[src/hdl/dmr_pkg.sv]
// Shared constants and helper functions for the double to minifloat converter.
package dmr_pkg;

  // Configuration register byte addresses.
  localparam logic [2:0] REG_EXP_WIDTH_ADDR  = 3'd0;
  localparam logic [2:0] REG_FRAC_WIDTH_ADDR = 3'd4;

  // Double precision field constants.
  localparam logic [10:0] DEXP_ALL_ONES = 11'h7FF;
  localparam int          DOUBLE_BIAS   = 1023;
  localparam int          DOUBLE_FRAC   = 52;

  // Widest right shift that still matters when rounding a 53-bit significand.
  localparam logic [5:0] MAX_RSHIFT = 6'd54;

  // Clamp the exponent width to the supported range.
  function automatic logic [3:0] eff_ew(input logic [3:0] raw);
    logic [3:0] e;
    e = raw;
    if (e < 4'd2) e = 4'd2;
    if (e > 4'd11) e = 4'd11;
    return e;
  endfunction

  // Clamp the fraction width to the supported range.
  function automatic logic [5:0] eff_fw(input logic [5:0] raw);
    logic [5:0] f;
    f = raw;
    if (f < 6'd1) f = 6'd1;
    if (f > 6'd52) f = 6'd52;
    return f;
  endfunction

endpackage

[src/hdl/double_to_minifloat_rne.sv]
// Pipelined converter from IEEE double to a configurable minifloat with round to nearest even.
//
// Each word on the input stream is one IEEE 754 double; each output word is the same value
// packed right aligned as sign, exponent and fraction of a narrower float, with the overflow
// flag on out_tuser. Exponent width (2..11) and fraction width (1..52) come from the APB
// registers at 0x0 and 0x4 and may only change while the pipeline is empty. The converter
// takes one word per clock while the output is not stalled, and each word passes through
// four register stages: stage one finds the leading one, stage two
// aligns the significand with a barrel shifter, stage three rounds, and the output stage
// renormalizes and packs. A stall at the output holds all stages together, so in_tready
// follows out_tready whenever the output register is full.
module double_to_minifloat_rne (
  input  logic        clk,
  input  logic        rst_n,
  // Input stream: tdata = value_bits[63:0]
  input  logic        in_tvalid,
  output logic        in_tready,
  input  logic [63:0] in_tdata,
  // Output stream: tdata = packed_bits[63:0]; tuser = overflowed[0]
  output logic        out_tvalid,
  input  logic        out_tready,
  output logic [63:0] out_tdata,
  output logic        out_tuser,
  // Configuration port
  input  logic        cfg_psel,
  input  logic        cfg_penable,
  input  logic        cfg_pwrite,
  input  logic [2:0]  cfg_paddr,
  input  logic [31:0] cfg_pwdata,
  output logic [31:0] cfg_prdata,
  output logic        cfg_pready
);

  // Configuration registers.
  logic [3:0] exp_width_r;
  logic [5:0] frac_width_r;
  logic       cfg_wr;

  assign cfg_pready = 1'b1;
  assign cfg_wr     = cfg_psel && cfg_penable && cfg_pwrite;

  always_ff @(posedge clk) begin
    if (!rst_n) begin
      exp_width_r  <= 4'd8;
      frac_width_r <= 6'd23;
    end else if (cfg_wr) begin
      if (cfg_paddr == dmr_pkg::REG_EXP_WIDTH_ADDR) exp_width_r <= cfg_pwdata[3:0];
      if (cfg_paddr == dmr_pkg::REG_FRAC_WIDTH_ADDR) frac_width_r <= cfg_pwdata[5:0];
    end
  end

  always_comb begin
    unique case (cfg_paddr)
      dmr_pkg::REG_EXP_WIDTH_ADDR:  cfg_prdata = {28'd0, exp_width_r};
      dmr_pkg::REG_FRAC_WIDTH_ADDR: cfg_prdata = {26'd0, frac_width_r};
      default:                      cfg_prdata = 32'd0;
    endcase
  end

  // Effective widths and the format constants derived from them.
  logic [3:0]         ew;
  logic [5:0]         fw;
  logic signed [12:0] bias;
  logic signed [12:0] emin;
  logic [11:0]        expmax;

  assign ew     = dmr_pkg::eff_ew(exp_width_r);
  assign fw     = dmr_pkg::eff_fw(frac_width_r);
  assign bias   = $signed(13'(13'd1 << (ew - 4'd1))) - 13'sd1;
  assign emin   = 13'sd1 - bias;
  assign expmax = 12'((13'd1 << ew) - 13'd1);

  // Whole pipeline advances together when the output register can move.
  logic adv;
  logic out_valid_r;
  assign adv       = !out_valid_r || out_tready;
  assign in_tready = adv;

  // Stage 1: decode, special values and leading one search.
  logic               in_sign;
  logic [10:0]        in_dexp;
  logic [51:0]        in_man;
  logic [52:0]        in_sig;
  logic [5:0]         lz_pos;
  logic signed [12:0] in_e2;
  logic [63:0]        spec_word;
  logic               in_special;
  logic [63:0]        sign_pos_in;

  assign in_sign     = in_tdata[63];
  assign in_dexp     = in_tdata[62:52];
  assign in_man      = in_tdata[51:0];
  assign in_sig      = {(in_dexp != 11'd0), in_man};
  assign in_e2       = (in_dexp != 11'd0) ?
                       ($signed({2'b00, in_dexp}) - 13'sd1023) : -13'sd1022;
  assign sign_pos_in = 64'(in_sign) << (7'(ew) + 7'(fw));
  assign in_special  = (in_dexp == dmr_pkg::DEXP_ALL_ONES) ||
                       (in_dexp == 11'd0 && in_man == 52'd0);

  always_comb begin
    lz_pos = 6'd0;
    for (int i = 0; i < 53; i++) begin
      if (in_sig[i]) lz_pos = 6'(i);
    end
  end

  always_comb begin
    if (in_dexp == dmr_pkg::DEXP_ALL_ONES) begin
      spec_word = sign_pos_in | (64'(expmax) << fw);
      if (in_man != 52'd0) begin
        spec_word = spec_word | 64'(in_man >> (6'd52 - fw)) | (64'd1 << (fw - 6'd1));
      end
    end else begin
      spec_word = sign_pos_in;
    end
  end

  logic               v1_r;
  logic               sign1_r;
  logic               spec1_r;
  logic [63:0]        sword1_r;
  logic [52:0]        sig1_r;
  logic signed [12:0] e2_1_r;
  logic signed [12:0] lead1_r;

  always_ff @(posedge clk) begin
    if (!rst_n) v1_r <= 1'b0;
    else if (adv) v1_r <= in_tvalid;
  end

  always_ff @(posedge clk) begin
    if (adv) begin
      sign1_r  <= in_sign;
      spec1_r  <= in_special;
      sword1_r <= spec_word;
      sig1_r   <= in_sig;
      e2_1_r   <= in_e2;
      lead1_r  <= in_e2 - 13'sd52 + $signed({7'd0, lz_pos});
    end
  end

  // Stage 2: align the significand to the target ulp, keeping guard and sticky.
  logic signed [12:0] top2;
  logic signed [12:0] d2;
  logic [53:0]        q2;
  logic               g2;
  logic               s2;
  logic [5:0]         rsh;
  logic [106:0]       ext2;

  assign top2 = (lead1_r > emin) ? lead1_r : emin;
  assign d2   = top2 - $signed({7'd0, fw}) - e2_1_r + 13'sd52;

  always_comb begin
    rsh  = (d2 > 13'sd54) ? dmr_pkg::MAX_RSHIFT : d2[5:0];
    ext2 = {sig1_r, 54'd0} >> rsh;
    if (d2 <= 13'sd0) begin
      q2 = 54'(sig1_r) << 6'(-d2);
      g2 = 1'b0;
      s2 = 1'b0;
    end else begin
      q2 = {1'b0, ext2[106:54]};
      g2 = ext2[53];
      s2 = |ext2[52:0];
    end
  end

  logic               v2_r;
  logic               sign2_r;
  logic               spec2_r;
  logic [63:0]        sword2_r;
  logic [53:0]        q2_r;
  logic               g2_r;
  logic               s2_r;
  logic signed [12:0] top2_r;

  always_ff @(posedge clk) begin
    if (!rst_n) v2_r <= 1'b0;
    else if (adv) v2_r <= v1_r;
  end

  always_ff @(posedge clk) begin
    if (adv) begin
      sign2_r  <= sign1_r;
      spec2_r  <= spec1_r;
      sword2_r <= sword1_r;
      q2_r     <= q2;
      g2_r     <= g2;
      s2_r     <= s2;
      top2_r   <= top2;
    end
  end

  // Stage 3: round to nearest, ties to even.
  logic               v3_r;
  logic               sign3_r;
  logic               spec3_r;
  logic [63:0]        sword3_r;
  logic [53:0]        q3_r;
  logic signed [12:0] top3_r;

  always_ff @(posedge clk) begin
    if (!rst_n) v3_r <= 1'b0;
    else if (adv) v3_r <= v2_r;
  end

  always_ff @(posedge clk) begin
    if (adv) begin
      sign3_r  <= sign2_r;
      spec3_r  <= spec2_r;
      sword3_r <= sword2_r;
      q3_r     <= q2_r + 54'(g2_r && (s2_r || q2_r[0]));
      top3_r   <= top2_r;
    end
  end

  // Stage 4: renormalize after a rounding carry, check overflow and pack.
  logic [53:0]        qn;
  logic signed [12:0] xr;
  logic signed [12:0] biased;
  logic [63:0]        sign_pos4;
  logic [63:0]        pack_nxt;
  logic               ovf_nxt;

  assign sign_pos4 = 64'(sign3_r) << (7'(ew) + 7'(fw));

  always_comb begin
    qn       = q3_r;
    xr       = top3_r;
    ovf_nxt  = 1'b0;
    if (q3_r[fw + 6'd1]) begin
      qn = q3_r >> 1;
      xr = top3_r + 13'sd1;
    end
    biased = xr + bias;
    if (spec3_r) begin
      pack_nxt = sword3_r;
    end else if (qn[fw]) begin
      if (biased >= $signed({1'b0, expmax})) begin
        pack_nxt = sign_pos4 | (64'(expmax) << fw);
        ovf_nxt  = 1'b1;
      end else begin
        pack_nxt = sign_pos4 | (64'(biased[11:0]) << fw) |
                   (64'(qn) & ~(64'd1 << fw));
      end
    end else begin
      pack_nxt = sign_pos4 | 64'(qn);
    end
  end

  logic [63:0] pack_r;
  logic        ovf_r;

  always_ff @(posedge clk) begin
    if (!rst_n) out_valid_r <= 1'b0;
    else if (adv) out_valid_r <= v3_r;
  end

  always_ff @(posedge clk) begin
    if (adv) begin
      pack_r <= pack_nxt;
      ovf_r  <= ovf_nxt;
    end
  end

  assign out_tvalid = out_valid_r;
  assign out_tdata  = pack_r;
  assign out_tuser  = ovf_r;

  // Packed word never uses bits above the sign position.
  a_no_high_bits: assert property (@(posedge clk) disable iff (!rst_n)
    out_valid_r |-> ((out_tdata >> (7'(ew) + 7'(fw) + 7'd1)) == 64'd0))
    else $error("packed word has bits above the sign");

  // An overflowed result is infinity: zero fraction, all ones exponent.
  a_ovf_is_inf: assert property (@(posedge clk) disable iff (!rst_n)
    (out_valid_r && out_tuser) |->
      ((out_tdata & ((64'd1 << fw) - 64'd1)) == 64'd0) &&
      (((out_tdata >> fw) & 64'(expmax)) == 64'(expmax)))
    else $error("overflow flag without infinity");

  // A word held in the rounding stage during a stall is not dropped.
  a_stage_hold: assert property (@(posedge clk) disable iff (!rst_n)
    (v3_r && !adv) |=> v3_r)
    else $error("pipeline stage lost a word during stall");

endmodule
[config.mk]
export PLATFORM = sky130hd
export DESIGN_NAME = double_to_minifloat_rne
export DESIGN_NICKNAME = d
export VERILOG_FILES = /design/src/hdl/dmr_pkg.sv /design/src/hdl/double_to_minifloat_rne.sv
export SDC_FILE = /design/constraint.sdc
export NUM_CORES = 2
export LEC_CHECK = 0
export ABC_AREA = 1
export BUFFER_PORTS_ARGS = -buffer_cell sky130_fd_sc_hd__buf_2
export CAP_MARGIN = 20
export CORE_MARGIN = 10
export CORE_UTILIZATION = 50
export CTS_CLUSTER_DIAMETER = 60
export DETAILED_ROUTE_END_ITERATION = 7
export GPL_ROUTABILITY_DRIVEN = 1
export PLACE_DENSITY = 0.76
export SYNTH_ARGS = -nofsm -noshare
export SYNTH_HDL_FRONTEND = slang
export SYNTH_SLANG_ARGS = --single-unit
[constraint.sdc]
create_clock -name clk -period 27.1 [get_ports clk]
set_input_delay 2.71 -clock clk [delete_from_list [all_inputs] [get_ports clk]]
set_output_delay 2.71 -clock clk [all_outputs]
set_load 0.1 [all_outputs]
==> summary.md <==
| Metric | Value |
|---|---|
| Register area share after synthesis | 0.376 |
| Non-filler cells, final | 6403 |
| Die W | 299 um |
| Root buf cell | clkbuf_16 |
| Top cells by area, synth | edfxtp_1 37%, nand2_1 14%, o21ai_0 8.3% |
| Synth area leader | edfxtp_1 |
| Worst endpoint required time | 27460 ps |
| CP peak stage delay | 590 ps |
| R2R depth | 50 |
| Pins over their slew limit | 0 |
| TritonCTS clock tree | done |
| Final ANT Viol Nets | 0 |
| Final setup viols | 0 |
| Final GP Congestion | 1.03 |
| Share of cells above drive strength 1 | 0.0794 |
| CP Max Fanout | 74 |
| Most used cell, CP | nand2_1 |
| Crit path capture | s2_r$_SDFFCE_PN0P_ |
| DRT iter0 DRCs | 5579 |
| Synth unique cells | 73 |
| DRT Pass-1 Iters | 7 |
| Post-route DRC | 0 |
| Final worst path period share | 0.402 |
| Placed Cells incl. Taps | 6296 |
| Max H-tree Level | 2 |
| Reg-to-Reg End | s2_r$_SDFFCE_PN0P_ |
| Largest net degree at the start of global routing | 188 |
| Number of synthesized flops with an enable pin | 477 |
| Clk_lat worst skew | 650 ps |
| Clk slew on worst S/H paths | 60 ps |
| Die Span Y | 299 um |
| Max Clk Rate | 91.9 MHz |
| Area Overhead vs Synth | 8.00% |
| Power per Cell Area | 137 mW/mm^2 |
| Total Power | 5.75 mW |
| Slew margin rel. | 0.227 |
| Area of the core | 0.0772 sq mm |
| WL final | 155 mm |
| CTS Hold Bufs | 0 |
| Max IR drop VDD | 0.133 mV |
| Avg Inst Size Synth | 7.26 sq um |
| Post-synth top cells | 1407 x nand2_1, 648 x o21ai_0, 505 x inv_1 |
| Total negative setup slack | 0 ps |
| Post-layout util | 0.543 |
| Clock Skew | 43.5 ps |
| Initial antenna violation count | 7 |
| Initial core utilization | 0.503 |
| Post-CTS Setup Repair Bufs | 0 |
| Worst reg2reg path startpoint | exp_width_r[3]$_SDFFE_PN1P_ |
| Crit path launch | exp_width_r[3]$_SDFFE_PN1P_ |
| Outcome | completed |
| Hold Path Class | flip-flop to flip-flop |
| Vias in the first global route | 34900 |
| First-pass GRT wire length | 226 mm |
| Worst Setup Start Kind | flip-flop |
| Yosys warnings | 0 |
| RSZ-0062 raised after global routing | false |
| Post-Syn Area | 0.0388 sq mm |
| GRT Total Usage | 0.332 |
| Kind of critical path | flip-flop to flip-flop |
| Standard-cell rows | 102 |
| Grt ovf | 0 |
| Syn Inst Count | 5353 |
| Synthesized flop and latch total | 491 |
| Maxcap violations | 0 |
| Count leader, synth | nand2_1 |
| Via Count | 38900 |
| Commonest register cell after synthesis | edfxtp_1 |
| # resized after CTS | 0 |
| Worst path slowest cell | buf_4 |
| Async SR Flop Fraction | 0 |
| Final Hold Viols | 0 |
| CP top delay family | simple AND/OR/NAND/NOR gates |
| Total CTS buffers | 57 |
| Port bufs | 152 |
| # fillers | 7486 |
| Critical path depth | 50 |
| Die area | 0.0892 sq mm |
| Top cell type's share of synthesized area | 0.369 |
| Nets | 5532 |
| Worst EP arrival | 11240 ps |
| Detail Placement HPWL | 118 mm |
| Worst reg2reg setup slack | 16220 ps |
| Vias per cell | 6.07 |
| Clock sink count | 491 |
| Fin crit period | 10880 ps |
| Buf/Inv on CP | 6 |
| WHS | 387 ps |
| Avg WL per Cell | 24.2 um |
| Worst-Margin Slew | 1150 ps |
| CP Capture Type | flip-flop |
| IO Count | 206 |
| Maximum clock path buffer count | 3 |
| Leakage | 18.4 nW |
-- worst min-delay path by stage --
stage                           startpoint                endpoint  slack, ps  cells after the start
CTS                 sword2_r[19]$_DFFE_PP_  sword3_r[19]$_DFFE_PP_        390                      0
finish              sword2_r[19]$_DFFE_PP_  sword3_r[19]$_DFFE_PP_        390                      0
floorplan                sign1_r$_DFFE_PP_       sign2_r$_DFFE_PP_        400                      0
global placement    sword1_r[25]$_DFFE_PP_  sword2_r[25]$_DFFE_PP_        400                      0
detailed placement  sword1_r[13]$_DFFE_PP_  sword2_r[13]$_DFFE_PP_        400                      0
global route        sword2_r[19]$_DFFE_PP_  sword3_r[19]$_DFFE_PP_        400                      0
-- stage by stage --
stage	instance area [sq um]	setup WS (ps)
6_report	42000	16220
2_1_floorplan	39000	11780
3_5_place_dp	40100	16490
4_1_cts	41900	16440
5_1_grt	41900	15390
3_3_place_gp	40100	16670
-- where the power goes --
part | leakage, nW | switching, mW | internal (mW) | total (mW)
sequential | 5.63 | 0.0769 | 1.05 | 1.12
combinational | 11.9 | 2.91 | 0.972 | 3.88
clock | 0.887 | 0.329 | 0.414 | 0.742
total | 18.4 | 3.32 | 2.43 | 5.75
-- state kept, by name, summed over array words and instances, names as in the netlist, 4 cells and up --
register and count:
exp_width_r 4, e2_1_r 12, q2_r 54, top2_r 13, sword3_r 64, sword2_r 64, frac_width_r 6, sword1_r 64
top3_r 13, q3_r 54, out_tdata 64, sig1_r 53, lead1_r 13
-- worst register-to-register path: cells and delay by family, from the launching register on --
| kind | cells | cell delay (ps) |
|---|---|---|
| xor+xnor | 3 | 950 |
| compound gates | 13 | 2190 |
| mux | 1 | 520 |
| buf+inv | 6 | 1790 |
| flops | 1 | 400 |
| fa+ha+maj | 6 | 2000 |
| simple gates | 21 | 2720 |
-- layout make-up --
class	count	area, sq um	area share
Tap cell	1040	1300	0.0310
Sequential cell	491	14600	0.348
Inverter	538	2030	0.0483
Clock buffer	61	1460	0.0349
Clock inverter	45	363	0.00865
Multi-Input combinational cell	4003	20900	0.498
Antenna cell	1	2.50	0.0000596
Timing Repair Buffer	224	1310	0.0313
-- logic make-up (layout without fill, tap and decap cells) --
logic type / Yosys count / count (layout) / synth area share
AOI/OAI and AO/OA: 1437 / 1437 / 0.212
xor gates and xnor gates: 104 / 104 / 0.0236
adders and majority gates: 111 / 111 / 0.0377
buffers and inverters: 892 / 868 / 0.0934
DFF: 491 / 491 / 0.376
muxes: 91 / 91 / 0.0234
other: 2 / 36 / 0.000193
and+or+nand+nor: 2225 / 2225 / 0.234
-- layout by cell type (no fill, tap or decap), types with 9 or more instances in the layout --
cell type | Yosys | routed
a21boi_0 | 11 | 11
a21o_1 | 16 | 16
a21oi_1 | 197 | 197
a22o_1 | 19 | 19
a22oi_1 | 24 | 24
a31oi_1 | 65 | 64
a32o_1 | 12 | 12
buf_2 | 38 | 152
buf_4 | 42 | 71
clkbuf_16 | 0 | 58
clkinv_1 | 8 | 22
clkinv_2 | 0 | 15
conb_1 | 2 | 35
dfxtp_1 | 14 | 12
edfxtp_1 | 477 | 477
fa_1 | 10 | 9
ha_1 | 101 | 100
inv_1 | 505 | 499
inv_2 | 25 | 28
mux2i_1 | 91 | 91
nand2_1 | 1407 | 1405
nand2_2 | 10 | 11
nand3_1 | 191 | 191
nand4_1 | 47 | 47
nor2_1 | 447 | 440
nor2_2 | 7 | 11
nor3_1 | 43 | 43
nor4_1 | 18 | 17
o2111ai_1 | 14 | 14
o211ai_1 | 51 | 51
o21a_1 | 10 | 10
o21ai_0 | 648 | 648
o21ai_1 | 201 | 201
o221ai_1 | 36 | 36
o22ai_1 | 55 | 55
o311ai_1 | 10 | 10
o31ai_1 | 16 | 16
or2_2 | 22 | 22
xnor2_1 | 21 | 20
xor2_1 | 82 | 77
-- routing by layer --
layer	share of wire	vias to the layer above	wire length, um	GRT usage
met5	0.00039	-	61	0
met1	0.41	17900	63200	0.463
met3	0.12	382	19400	0.0808
met4	0.055	8	8510	0.155
li1	-	18200	-	-
met2	0.41	2398	64100	0.480
(Power assumes the default switching activity.)
